[config.mk]
export PLATFORM = sky130hd
export DESIGN_NAME = force_moving_average
export DESIGN_NICKNAME = d
export VERILOG_FILES = /design/src/design/fma_pkg.sv /design/src/design/fma_ring.sv /design/src/design/fma_div.sv /design/src/design/force_moving_average.sv
export SDC_FILE = /design/constraint.sdc
export NUM_CORES = 2
export LEC_CHECK = 0
export ABC_AREA = 1
export BUFFER_PORTS_ARGS = -buffer_cell sky130_fd_sc_hd__buf_2
export CAP_MARGIN = 10
export CORE_MARGIN = 3
export CORE_UTILIZATION = 30
export DETAILED_ROUTE_END_ITERATION = 8
export GPL_ROUTABILITY_DRIVEN = 0
export SLEW_MARGIN = 10
export SYNTH_ARGS = -nofsm -noshare
export SYNTH_HDL_FRONTEND = slang
export SYNTH_SLANG_ARGS = --single-unit
[constraint.sdc]
create_clock -name clk -period 12 [get_ports clk]
set_input_delay 2.4 -clock clk [delete_from_list [all_inputs] [get_ports clk]]
set_output_delay 2.4 -clock clk [all_outputs]
set_load 0.02 [all_outputs]
[src/design/fma_pkg.sv]
`timescale 1ns / 1ps

package fma_pkg;

	localparam int SAMPLE_W  = 32;
	localparam int SET_W     = 7;
	localparam int TBL_LEN_W = 6;

	localparam logic [SET_W-1:0] SET_RESET = 7'd100;

	typedef struct packed {
		logic clear;
		logic rd_en;
		logic upd_en;
	} ring_ctrl_t;

	// window length chosen by smoothing setting, anything off the table is one
	function automatic logic [TBL_LEN_W-1:0] length_for(input logic [SET_W-1:0] s);
		logic [TBL_LEN_W-1:0] len;
		unique case (s)
			7'd0:    len = 6'd40;
			7'd10:   len = 6'd35;
			7'd20:   len = 6'd30;
			7'd30:   len = 6'd25;
			7'd40:   len = 6'd20;
			7'd50:   len = 6'd15;
			7'd60:   len = 6'd10;
			7'd70:   len = 6'd7;
			7'd80:   len = 6'd4;
			7'd90:   len = 6'd2;
			default: len = 6'd1;
		endcase
		return len;
	endfunction

endpackage

[src/design/fma_ring.sv]
`timescale 1ns / 1ps

module fma_ring #(
	parameter int MAX_WINDOW = 40,
	parameter int LEN_W      = $clog2(MAX_WINDOW + 1),
	parameter int SUM_W      = 32 + $clog2(MAX_WINDOW)
) (
	input  logic                       clk,
	input  logic                       arst_n,
	input  fma_pkg::ring_ctrl_t        ctrl,
	input  logic signed [31:0]         sample,
	input  logic        [LEN_W-1:0]    length,
	output logic signed [SUM_W-1:0]    sum
);
	import fma_pkg::*;

	localparam int PTR_W = $clog2(MAX_WINDOW);

	logic signed [SAMPLE_W-1:0] mem [MAX_WINDOW];
	logic signed [SAMPLE_W-1:0] rd_q;
	logic        [PTR_W-1:0]    pos_q;
	logic                       full_q;
	logic signed [SUM_W-1:0]    sum_q;

	logic signed [SAMPLE_W-1:0] old;
	logic        [LEN_W-1:0]    pos_inc;
	logic                       wrap;

	// before the first wrap the entry at the position was never written
	assign old     = full_q ? rd_q : '0;
	assign pos_inc = LEN_W'(pos_q) + LEN_W'(1);
	assign wrap    = (pos_inc == length);

	always_ff @(posedge clk) begin
		if (ctrl.rd_en) begin
			rd_q <= mem[pos_q];
		end
		if (ctrl.upd_en) begin
			mem[pos_q] <= sample;
		end
	end

	always_ff @(posedge clk or negedge arst_n) begin
		if (!arst_n) begin
			pos_q  <= '0;
			full_q <= 1'b0;
			sum_q  <= '0;
		end else if (ctrl.clear) begin
			pos_q  <= '0;
			full_q <= 1'b0;
			sum_q  <= '0;
		end else if (ctrl.upd_en) begin
			sum_q <= sum_q - SUM_W'(old) + SUM_W'(sample);
			if (wrap) begin
				pos_q  <= '0;
				full_q <= 1'b1;
			end else begin
				pos_q <= pos_inc[PTR_W-1:0];
			end
		end
	end

	assign sum = sum_q;

endmodule

[src/design/fma_div.sv]
`timescale 1ns / 1ps

module fma_div #(
	parameter int LEN_W = 6,
	parameter int SUM_W = 38
) (
	input  logic                    clk,
	input  logic                    arst_n,
	input  logic                    start,
	input  logic                    ack,
	input  logic signed [SUM_W-1:0] dividend,
	input  logic        [LEN_W-1:0] divisor,
	output logic                    busy,
	output logic                    done,
	output logic signed [31:0]      quotient
);
	import fma_pkg::*;

	localparam int CNT_W = $clog2(SUM_W + 1);

	logic              busy_q;
	logic [CNT_W-1:0]  cnt_q;
	logic [SUM_W-1:0]  quo_q;
	logic [LEN_W-1:0]  rem_q;
	logic              neg_q;

	logic [SUM_W-1:0]  mag;
	logic [LEN_W:0]    trial;
	logic [LEN_W:0]    diff;
	logic              ge;
	logic [LEN_W-1:0]  rem_nxt;
	logic [SUM_W-1:0]  signed_quo;

	assign mag     = dividend[SUM_W-1] ? SUM_W'(-dividend) : SUM_W'(dividend);
	assign trial   = {rem_q, quo_q[SUM_W-1]};
	assign diff    = trial - {1'b0, divisor};
	assign ge      = (trial >= {1'b0, divisor});
	assign rem_nxt = ge ? diff[LEN_W-1:0] : trial[LEN_W-1:0];

	always_ff @(posedge clk or negedge arst_n) begin
		if (!arst_n) begin
			busy_q <= 1'b0;
			cnt_q  <= '0;
		end else if (start) begin
			busy_q <= 1'b1;
			cnt_q  <= CNT_W'(SUM_W);
		end else if (busy_q && cnt_q != '0) begin
			cnt_q <= cnt_q - CNT_W'(1);
		end else if (ack) begin
			busy_q <= 1'b0;
		end
	end

	// one quotient bit per cycle, restoring on the magnitude
	always_ff @(posedge clk) begin
		if (start) begin
			quo_q <= mag;
			rem_q <= '0;
			neg_q <= dividend[SUM_W-1];
		end else if (busy_q && cnt_q != '0) begin
			quo_q <= {quo_q[SUM_W-2:0], ge};
			rem_q <= rem_nxt;
		end
	end

	assign signed_quo = neg_q ? (~quo_q + SUM_W'(1)) : quo_q;
	assign busy       = busy_q;
	assign done       = busy_q && (cnt_q == '0);
	assign quotient   = signed_quo[31:0];

endmodule

[src/design/force_moving_average.sv]
`timescale 1ns / 1ps

// boxcar moving average of signed 32-bit force samples
// input channel: in_valid / in_stall with force_sample, a beat is taken when
//   in_valid is high and in_stall is low
// output channel: out_valid / out_stall with smoothed_force, one beat per input
// config: cfg_wr_en / cfg_wr_data write the 7-bit smoothing setting; a value
//   different from the current one picks a new window length and clears the
//   history; write only while the block is idle
// processing: an accepted beat has its ring memory entry read, then the sum
//   is updated (S_UPD), the divider is started (S_START) and the bit-serial
//   divider produces one quotient bit per cycle (S_DIV); no new input is taken
//   until the quotient has been handed to the output register
// the output register frees the input side: the next input is taken while a
//   result still waits; if the receiver stalls long enough the divider holds
//   its result and the input stalls until the output register drains
// reset: setting 100 (window of one), sum, position and history cleared; the
//   ring memory needs no clearing pass, entries not yet written read as zero
module force_moving_average #(
	parameter int MAX_WINDOW = 40
) (
	input  logic               clk,
	input  logic               arst_n,
	input  logic               in_valid,
	output logic               in_stall,
	input  logic signed [31:0] force_sample,
	output logic               out_valid,
	input  logic               out_stall,
	output logic signed [31:0] smoothed_force,
	input  logic               cfg_wr_en,
	input  logic        [6:0]  cfg_wr_data
);
	import fma_pkg::*;

	localparam int LEN_W = $clog2(MAX_WINDOW + 1);
	localparam int SUM_W = 32 + $clog2(MAX_WINDOW);

	typedef enum logic [3:0] {
		S_IDLE  = 4'b0001,
		S_UPD   = 4'b0010,
		S_START = 4'b0100,
		S_DIV   = 4'b1000
	} state_t;

	state_t                   state_q;
	logic [SET_W-1:0]         setting_q;
	logic [LEN_W-1:0]         len_q;
	logic signed [SAMPLE_W-1:0] sample_s1;
	logic                     out_valid_q;
	logic signed [SAMPLE_W-1:0] out_q;

	ring_ctrl_t               ring_ctrl;
	logic signed [SUM_W-1:0]  sum;
	logic                     accept;
	logic                     div_start;
	logic                     div_ack;
	logic                     div_busy;
	logic                     div_done;
	logic signed [31:0]       quotient;

	assign accept    = in_valid && (state_q == S_IDLE);
	assign div_start = (state_q == S_START);
	assign div_ack   = div_done && (!out_valid_q || !out_stall);

	assign ring_ctrl.clear  = cfg_wr_en && (cfg_wr_data != setting_q);
	assign ring_ctrl.rd_en  = accept;
	assign ring_ctrl.upd_en = (state_q == S_UPD);

	fma_ring #(
		.MAX_WINDOW(MAX_WINDOW),
		.LEN_W     (LEN_W),
		.SUM_W     (SUM_W)
	) u_ring (
		.clk   (clk),
		.arst_n(arst_n),
		.ctrl  (ring_ctrl),
		.sample(sample_s1),
		.length(len_q),
		.sum   (sum)
	);

	fma_div #(
		.LEN_W(LEN_W),
		.SUM_W(SUM_W)
	) u_div (
		.clk     (clk),
		.arst_n  (arst_n),
		.start   (div_start),
		.ack     (div_ack),
		.dividend(sum),
		.divisor (len_q),
		.busy    (div_busy),
		.done    (div_done),
		.quotient(quotient)
	);

	always_ff @(posedge clk or negedge arst_n) begin
		if (!arst_n) begin
			state_q <= S_IDLE;
		end else begin
			unique case (state_q)
				S_IDLE: begin
					if (accept) state_q <= S_UPD;
				end
				S_UPD:   state_q <= S_START;
				S_START: state_q <= S_DIV;
				S_DIV: begin
					if (div_ack) state_q <= S_IDLE;
				end
				default: state_q <= S_IDLE;
			endcase
		end
	end

	always_ff @(posedge clk or negedge arst_n) begin
		if (!arst_n) begin
			setting_q <= SET_RESET;
			len_q     <= LEN_W'(length_for(SET_RESET));
		end else if (ring_ctrl.clear) begin
			setting_q <= cfg_wr_data;
			len_q     <= LEN_W'(length_for(cfg_wr_data));
		end
	end

	always_ff @(posedge clk) begin
		if (accept) begin
			sample_s1 <= force_sample;
		end
		if (div_ack) begin
			out_q <= quotient;
		end
	end

	always_ff @(posedge clk or negedge arst_n) begin
		if (!arst_n) begin
			out_valid_q <= 1'b0;
		end else if (div_ack) begin
			out_valid_q <= 1'b1;
		end else if (!out_stall) begin
			out_valid_q <= 1'b0;
		end
	end

	assign in_stall       = (state_q != S_IDLE);
	assign out_valid      = out_valid_q;
	assign smoothed_force = out_q;

	a_accept_to_upd: assert property (@(posedge clk) disable iff (!arst_n)
		(in_valid && !in_stall) |=> (state_q == S_UPD))
		else $error("accepted beat did not enter the update cycle");

	a_start_idle_div: assert property (@(posedge clk) disable iff (!arst_n)
		div_start |-> !div_busy)
		else $error("divider started while busy");

	a_load_free_out: assert property (@(posedge clk) disable iff (!arst_n)
		div_ack |-> (!out_valid || !out_stall))
		else $error("result loaded over a stalled output beat");

	a_div_only_in_div: assert property (@(posedge clk) disable iff (!arst_n)
		div_done |-> (state_q == S_DIV))
		else $error("divider result outside the divide state");

endmodule
==> results.sh <==
export IMPL_drv_cap=0
export IMPL_totalPowerFinal_mw=14.12
export IMPL_ys_ff_latch=1491
export IMPL_timing_fmax_ghz=0.2068
export IMPL_route_antenna_remaining_nets=0
export IMPL_crit_path_start="u_ring.pos_q[5]"
export IMPL_crit_path_max_fanout=32
export IMPL_crit_reg2reg_capture="u_ring.mem[18][26]"
export IMPL_floorplan_initialDensity_pct=30.21
export IMPL_clkSlewWorstSetupHoldPaths_ps=60
export IMPL_drt_iter0_drc=4790
export IMPL_ys_dominant_reg_cell="sky130_fd_sc_hd__edfxtp_1"
export IMPL_rsz0062_at_grt="false"
export IMPL_run_status="finished, final reports clean"
export IMPL_preCtsSetupSlack_ps=7231
export IMPL_worst_hold_path_endpoint="u_ring.sum[36]"
export IMPL_drt_pass1_iter_count=6
export IMPL_clkSinkCount=1491
export IMPL_globalRouteTotalUtil_pct=16.89
export IMPL_power_density_nw_per_um2=200.1
export IMPL_final_setup_worst_slack_ps=7164
export IMPL_reg2reg_setup_slack_ps=7160
export IMPL_pin_count=78
export IMPL_final_worst_path_period_share_pct=40.30
export IMPL_number_of_global_route_vias_before_repair=38693
export IMPL_async_flop_share_pct=4.695
export IMPL_synth_area_sq_um=61940
export IMPL_pin_count_of_the_biggest_net_entering_global_routing=135
export IMPL_cp_slowest_cell="sky130_fd_sc_hd__nor2_4"
export IMPL_post_synth_inst_count=5177
export IMPL_peakVddDrop_v=0.0001308
export IMPL_cts_buffer_depth=3
export IMPL_syn_warnings=0
export IMPL_timing_critical_path_to_type="register"
export IMPL_worst_hold_path_type="reg -> reg"
export IMPL_max_slew_worst_pin_slew_ps=1195
export IMPL_hold_path_depth=2
export IMPL_setup_tns_final_ps=0
export IMPL_yosys_top_cells_area="sky130_fd_sc_hd__edfxtp_1, sky130_fd_sc_hd__nand2_1, sky130_fd_sc_hd__inv_1"
export IMPL_cts_htree_levels=4
export IMPL_die_area_sq_um=212000
export IMPL_dp_hpwl_microns=106700
export IMPL_cts_post_setup_buffers_inserted=0
export IMPL_synthesis_nets=5309
export IMPL_final_area_sq_um=70590
export IMPL_core_region_area_sq_um=205000
export IMPL_grt_overflow_total=0
export IMPL_routed_via_count=40482
export IMPL_min_period_ps=4836
export IMPL_synth_cell_types=47
export IMPL_post_route_drc_count=0
export IMPL_worstRegToRegCells=6
export IMPL_clock_skew_final_ps=56.55
export IMPL_cts_root_buffer="sky130_fd_sc_hd__clkbuf_16"
export IMPL_critical_path_cell_chain="buf_4 -> inv_1 -> nand2_1 -> nor2_4 -> clkinv_1 -> nor2_4"
export IMPL_worst_hold_startpoint="u_ring.sum[36]"
export IMPL_synth_edf_count=1415
export IMPL_leak_pwr_nw=25.59
export IMPL_std_cell_rows=166
export IMPL_synth_top_cell_area_share_pct=68.60
export IMPL_clock_insertion_delay_worst_skew_ps=800
export IMPL_path_class="reg -> reg"
export IMPL_synth_yosys_seq_area_share_pct=71.63
export IMPL_r2r_start="u_ring.pos_q[5]"
export IMPL_setup_viol=0
export IMPL_drv_slew=0
export IMPL_resized_gates_after_cts=0
export IMPL_numPortBuffers=77
export IMPL_areaGrowthSynthToFinish_pct=13.96
export IMPL_place_detailed_instances=7857
export IMPL_tritoncts="built"
export IMPL_timing_final_hold_violations=0
export IMPL_synthesis_area_per_instance_sq_um=11.96
export IMPL_setup_worst_path_start_class="register"
export IMPL_layout_cells_non_filler=8126
export IMPL_crit_path_max_incr_delay_ps=1120
export IMPL_timing_critical_path_arrival_ps=5230
export IMPL_layout_drive_gt1_share_pct=8.057
export IMPL_nets=5451
export IMPL_hold_slack_ps=484.0
export IMPL_ctsHoldBuffers=0
export IMPL_crit_top_cell="sky130_fd_sc_hd__nor2_4"
export IMPL_cp_required_ps=12390
export IMPL_postRouteWirelength_microns=182900
export IMPL_dpl_instance_area_sq_um=65940
export IMPL_die_height_microns=460.4
export IMPL_vias_per_cell=4.982
export IMPL_dieWidth_microns=460.4
export IMPL_slew_headroom_pct=20.15
export IMPL_antenna_found_initial=7
export IMPL_grt_first_pass_wirelength_microns=264600
export IMPL_final_core_util_pct=34.43
export IMPL_detail_route_wl_per_cell_microns=22.51
export IMPL_yosysTopAreaCell="sky130_fd_sc_hd__edfxtp_1"
export IMPL_numCtsBuffers=148
-- final cells by class --
| class | count | area, sq um |
|---|---|---|
| multi-input cells | 3039 | 15260 |
| inverters | 459 | 1758 |
| flip-flops and latches | 1491 | 44370 |
| clock inverters | 77 | 711.9 |
| well taps | 2688 | 3363 |
| fillers | 19881 | 134400 |
| repair buffers | 180 | 1199 |
| clock buffers | 190 | 3924 |
| diodes | 2 | 5.005 |
-- cells in the mapped netlist, types with 9 or more instances --
cell type                   number
sky130_fd_sc_hd__a21oi_1       104
sky130_fd_sc_hd__a22o_1         13
sky130_fd_sc_hd__a22oi_1       144
sky130_fd_sc_hd__a31oi_1         9
sky130_fd_sc_hd__buf_2         114
sky130_fd_sc_hd__buf_4          18
sky130_fd_sc_hd__clkbuf_1       47
sky130_fd_sc_hd__dfrtp_1        65
sky130_fd_sc_hd__edfxtp_1     1415
sky130_fd_sc_hd__fa_1           38
sky130_fd_sc_hd__ha_1           50
sky130_fd_sc_hd__inv_1         448
sky130_fd_sc_hd__nand2_1      1602
sky130_fd_sc_hd__nand3_1       218
sky130_fd_sc_hd__nand4_1       188
sky130_fd_sc_hd__nor2_1        292
sky130_fd_sc_hd__nor3_1         24
sky130_fd_sc_hd__o2111ai_1      14
sky130_fd_sc_hd__o21a_1         12
sky130_fd_sc_hd__o21ai_0       191
sky130_fd_sc_hd__o21ai_1        13
sky130_fd_sc_hd__o22ai_1        13
sky130_fd_sc_hd__xnor2_1        16
sky130_fd_sc_hd__xor2_1         51
-- cell usage in the layout, fill, tap and decap left out, drive strengths merged, types with 2 or more instances in the layout --
master / n
dfstp: 5
a31oi: 9
dfrtp: 65
nand3: 218
xor2: 51
inv: 465
diode: 2
o2111a: 2
buf: 180
a21oi: 105
edfxtp: 1415
nor2: 293
nor4: 3
a211oi: 6
a22o: 13
o31ai: 3
nor3: 24
o22ai: 13
dfxtp: 6
bufinv: 5
o21a: 12
nand4: 188
xnor2: 16
o2111ai: 14
o21bai: 5
o21ai: 204
ha: 50
nand3b: 8
a41oi: 4
clkinvlp: 2
or2: 2
clkinv: 64
a22oi: 144
nand2: 1605
o211ai: 2
nor3b: 3
fa: 38
clkbuf: 190
-- critical path, delay by kind of cell (launching register included) --
| family | cells | cell delay, ps |
|---|---|---|
| AND/OR/NAND/NOR | 3 | 2220 |
| buffers and inverters | 3 | 1790 |
| flip-flops | 1 | 370 |
-- metal layers --
layer / track usage, % / routed length [microns] / vias up
li1: - / - / 18296
met1: 23.81 / 77680 / 19912
met2: 26.44 / 82600 / 2007
met3: 3.459 / 18530 / 261
met4: 4.534 / 4073 / 6
met5: 0 / 41 / -
-- worst max path at each step --
stage | slack (ps) | cells after the start | endpoint
after floorplan | 6400 | 2 | sample_s1[0]
after global placement | 7260 | 6 | u_ring.mem[18][8]
after detailed placement | 7230 | 6 | u_ring.mem[18][12]
after CTS | 7200 | 6 | u_ring.mem[18][12]
after global routing | 7090 | 6 | u_ring.mem[18][26]
final | 7160 | 6 | u_ring.mem[18][26]
-- power by group --
part,switching [mW],internal (mW)
Combinational,2.29,0.909
Sequential,0.204,6.26
Clock,2.02,2.45
Total,4.51,9.62
-- state kept, by name, summed over array words and instances (netlist names) --
name	count
u_div.neg_q	1
u_ring.rd_q	32
out_valid	1
u_ring.pos_q	6
u_ring.full_q	1
u_ring.mem	1280
u_div.cnt_q	6
u_div.rem_q	6
u_ring.sum	38
sample_s1	32
smoothed_force	32
state_q	4
u_div.quo_q	38
u_div.busy	1
setting_q	7
len_q	6
-- logic make-up (layout without fill, tap and decap cells) --
group | Yosys count | in the layout | share of synthesized area [%]
xor gates and xnor gates | 67 | 67 | 0.9474
AOI/OAI and AO/OA | 539 | 539 | 5.329
and+or+nand+nor | 2345 | 2345 | 15.57
DFF | 1491 | 1491 | 71.63
buffers and inverters | 647 | 906 | 4.285
other | 0 | 2 | 0
adders and majority gates | 88 | 88 | 2.238
Note: power is estimated with default switching activity, not from simulation.
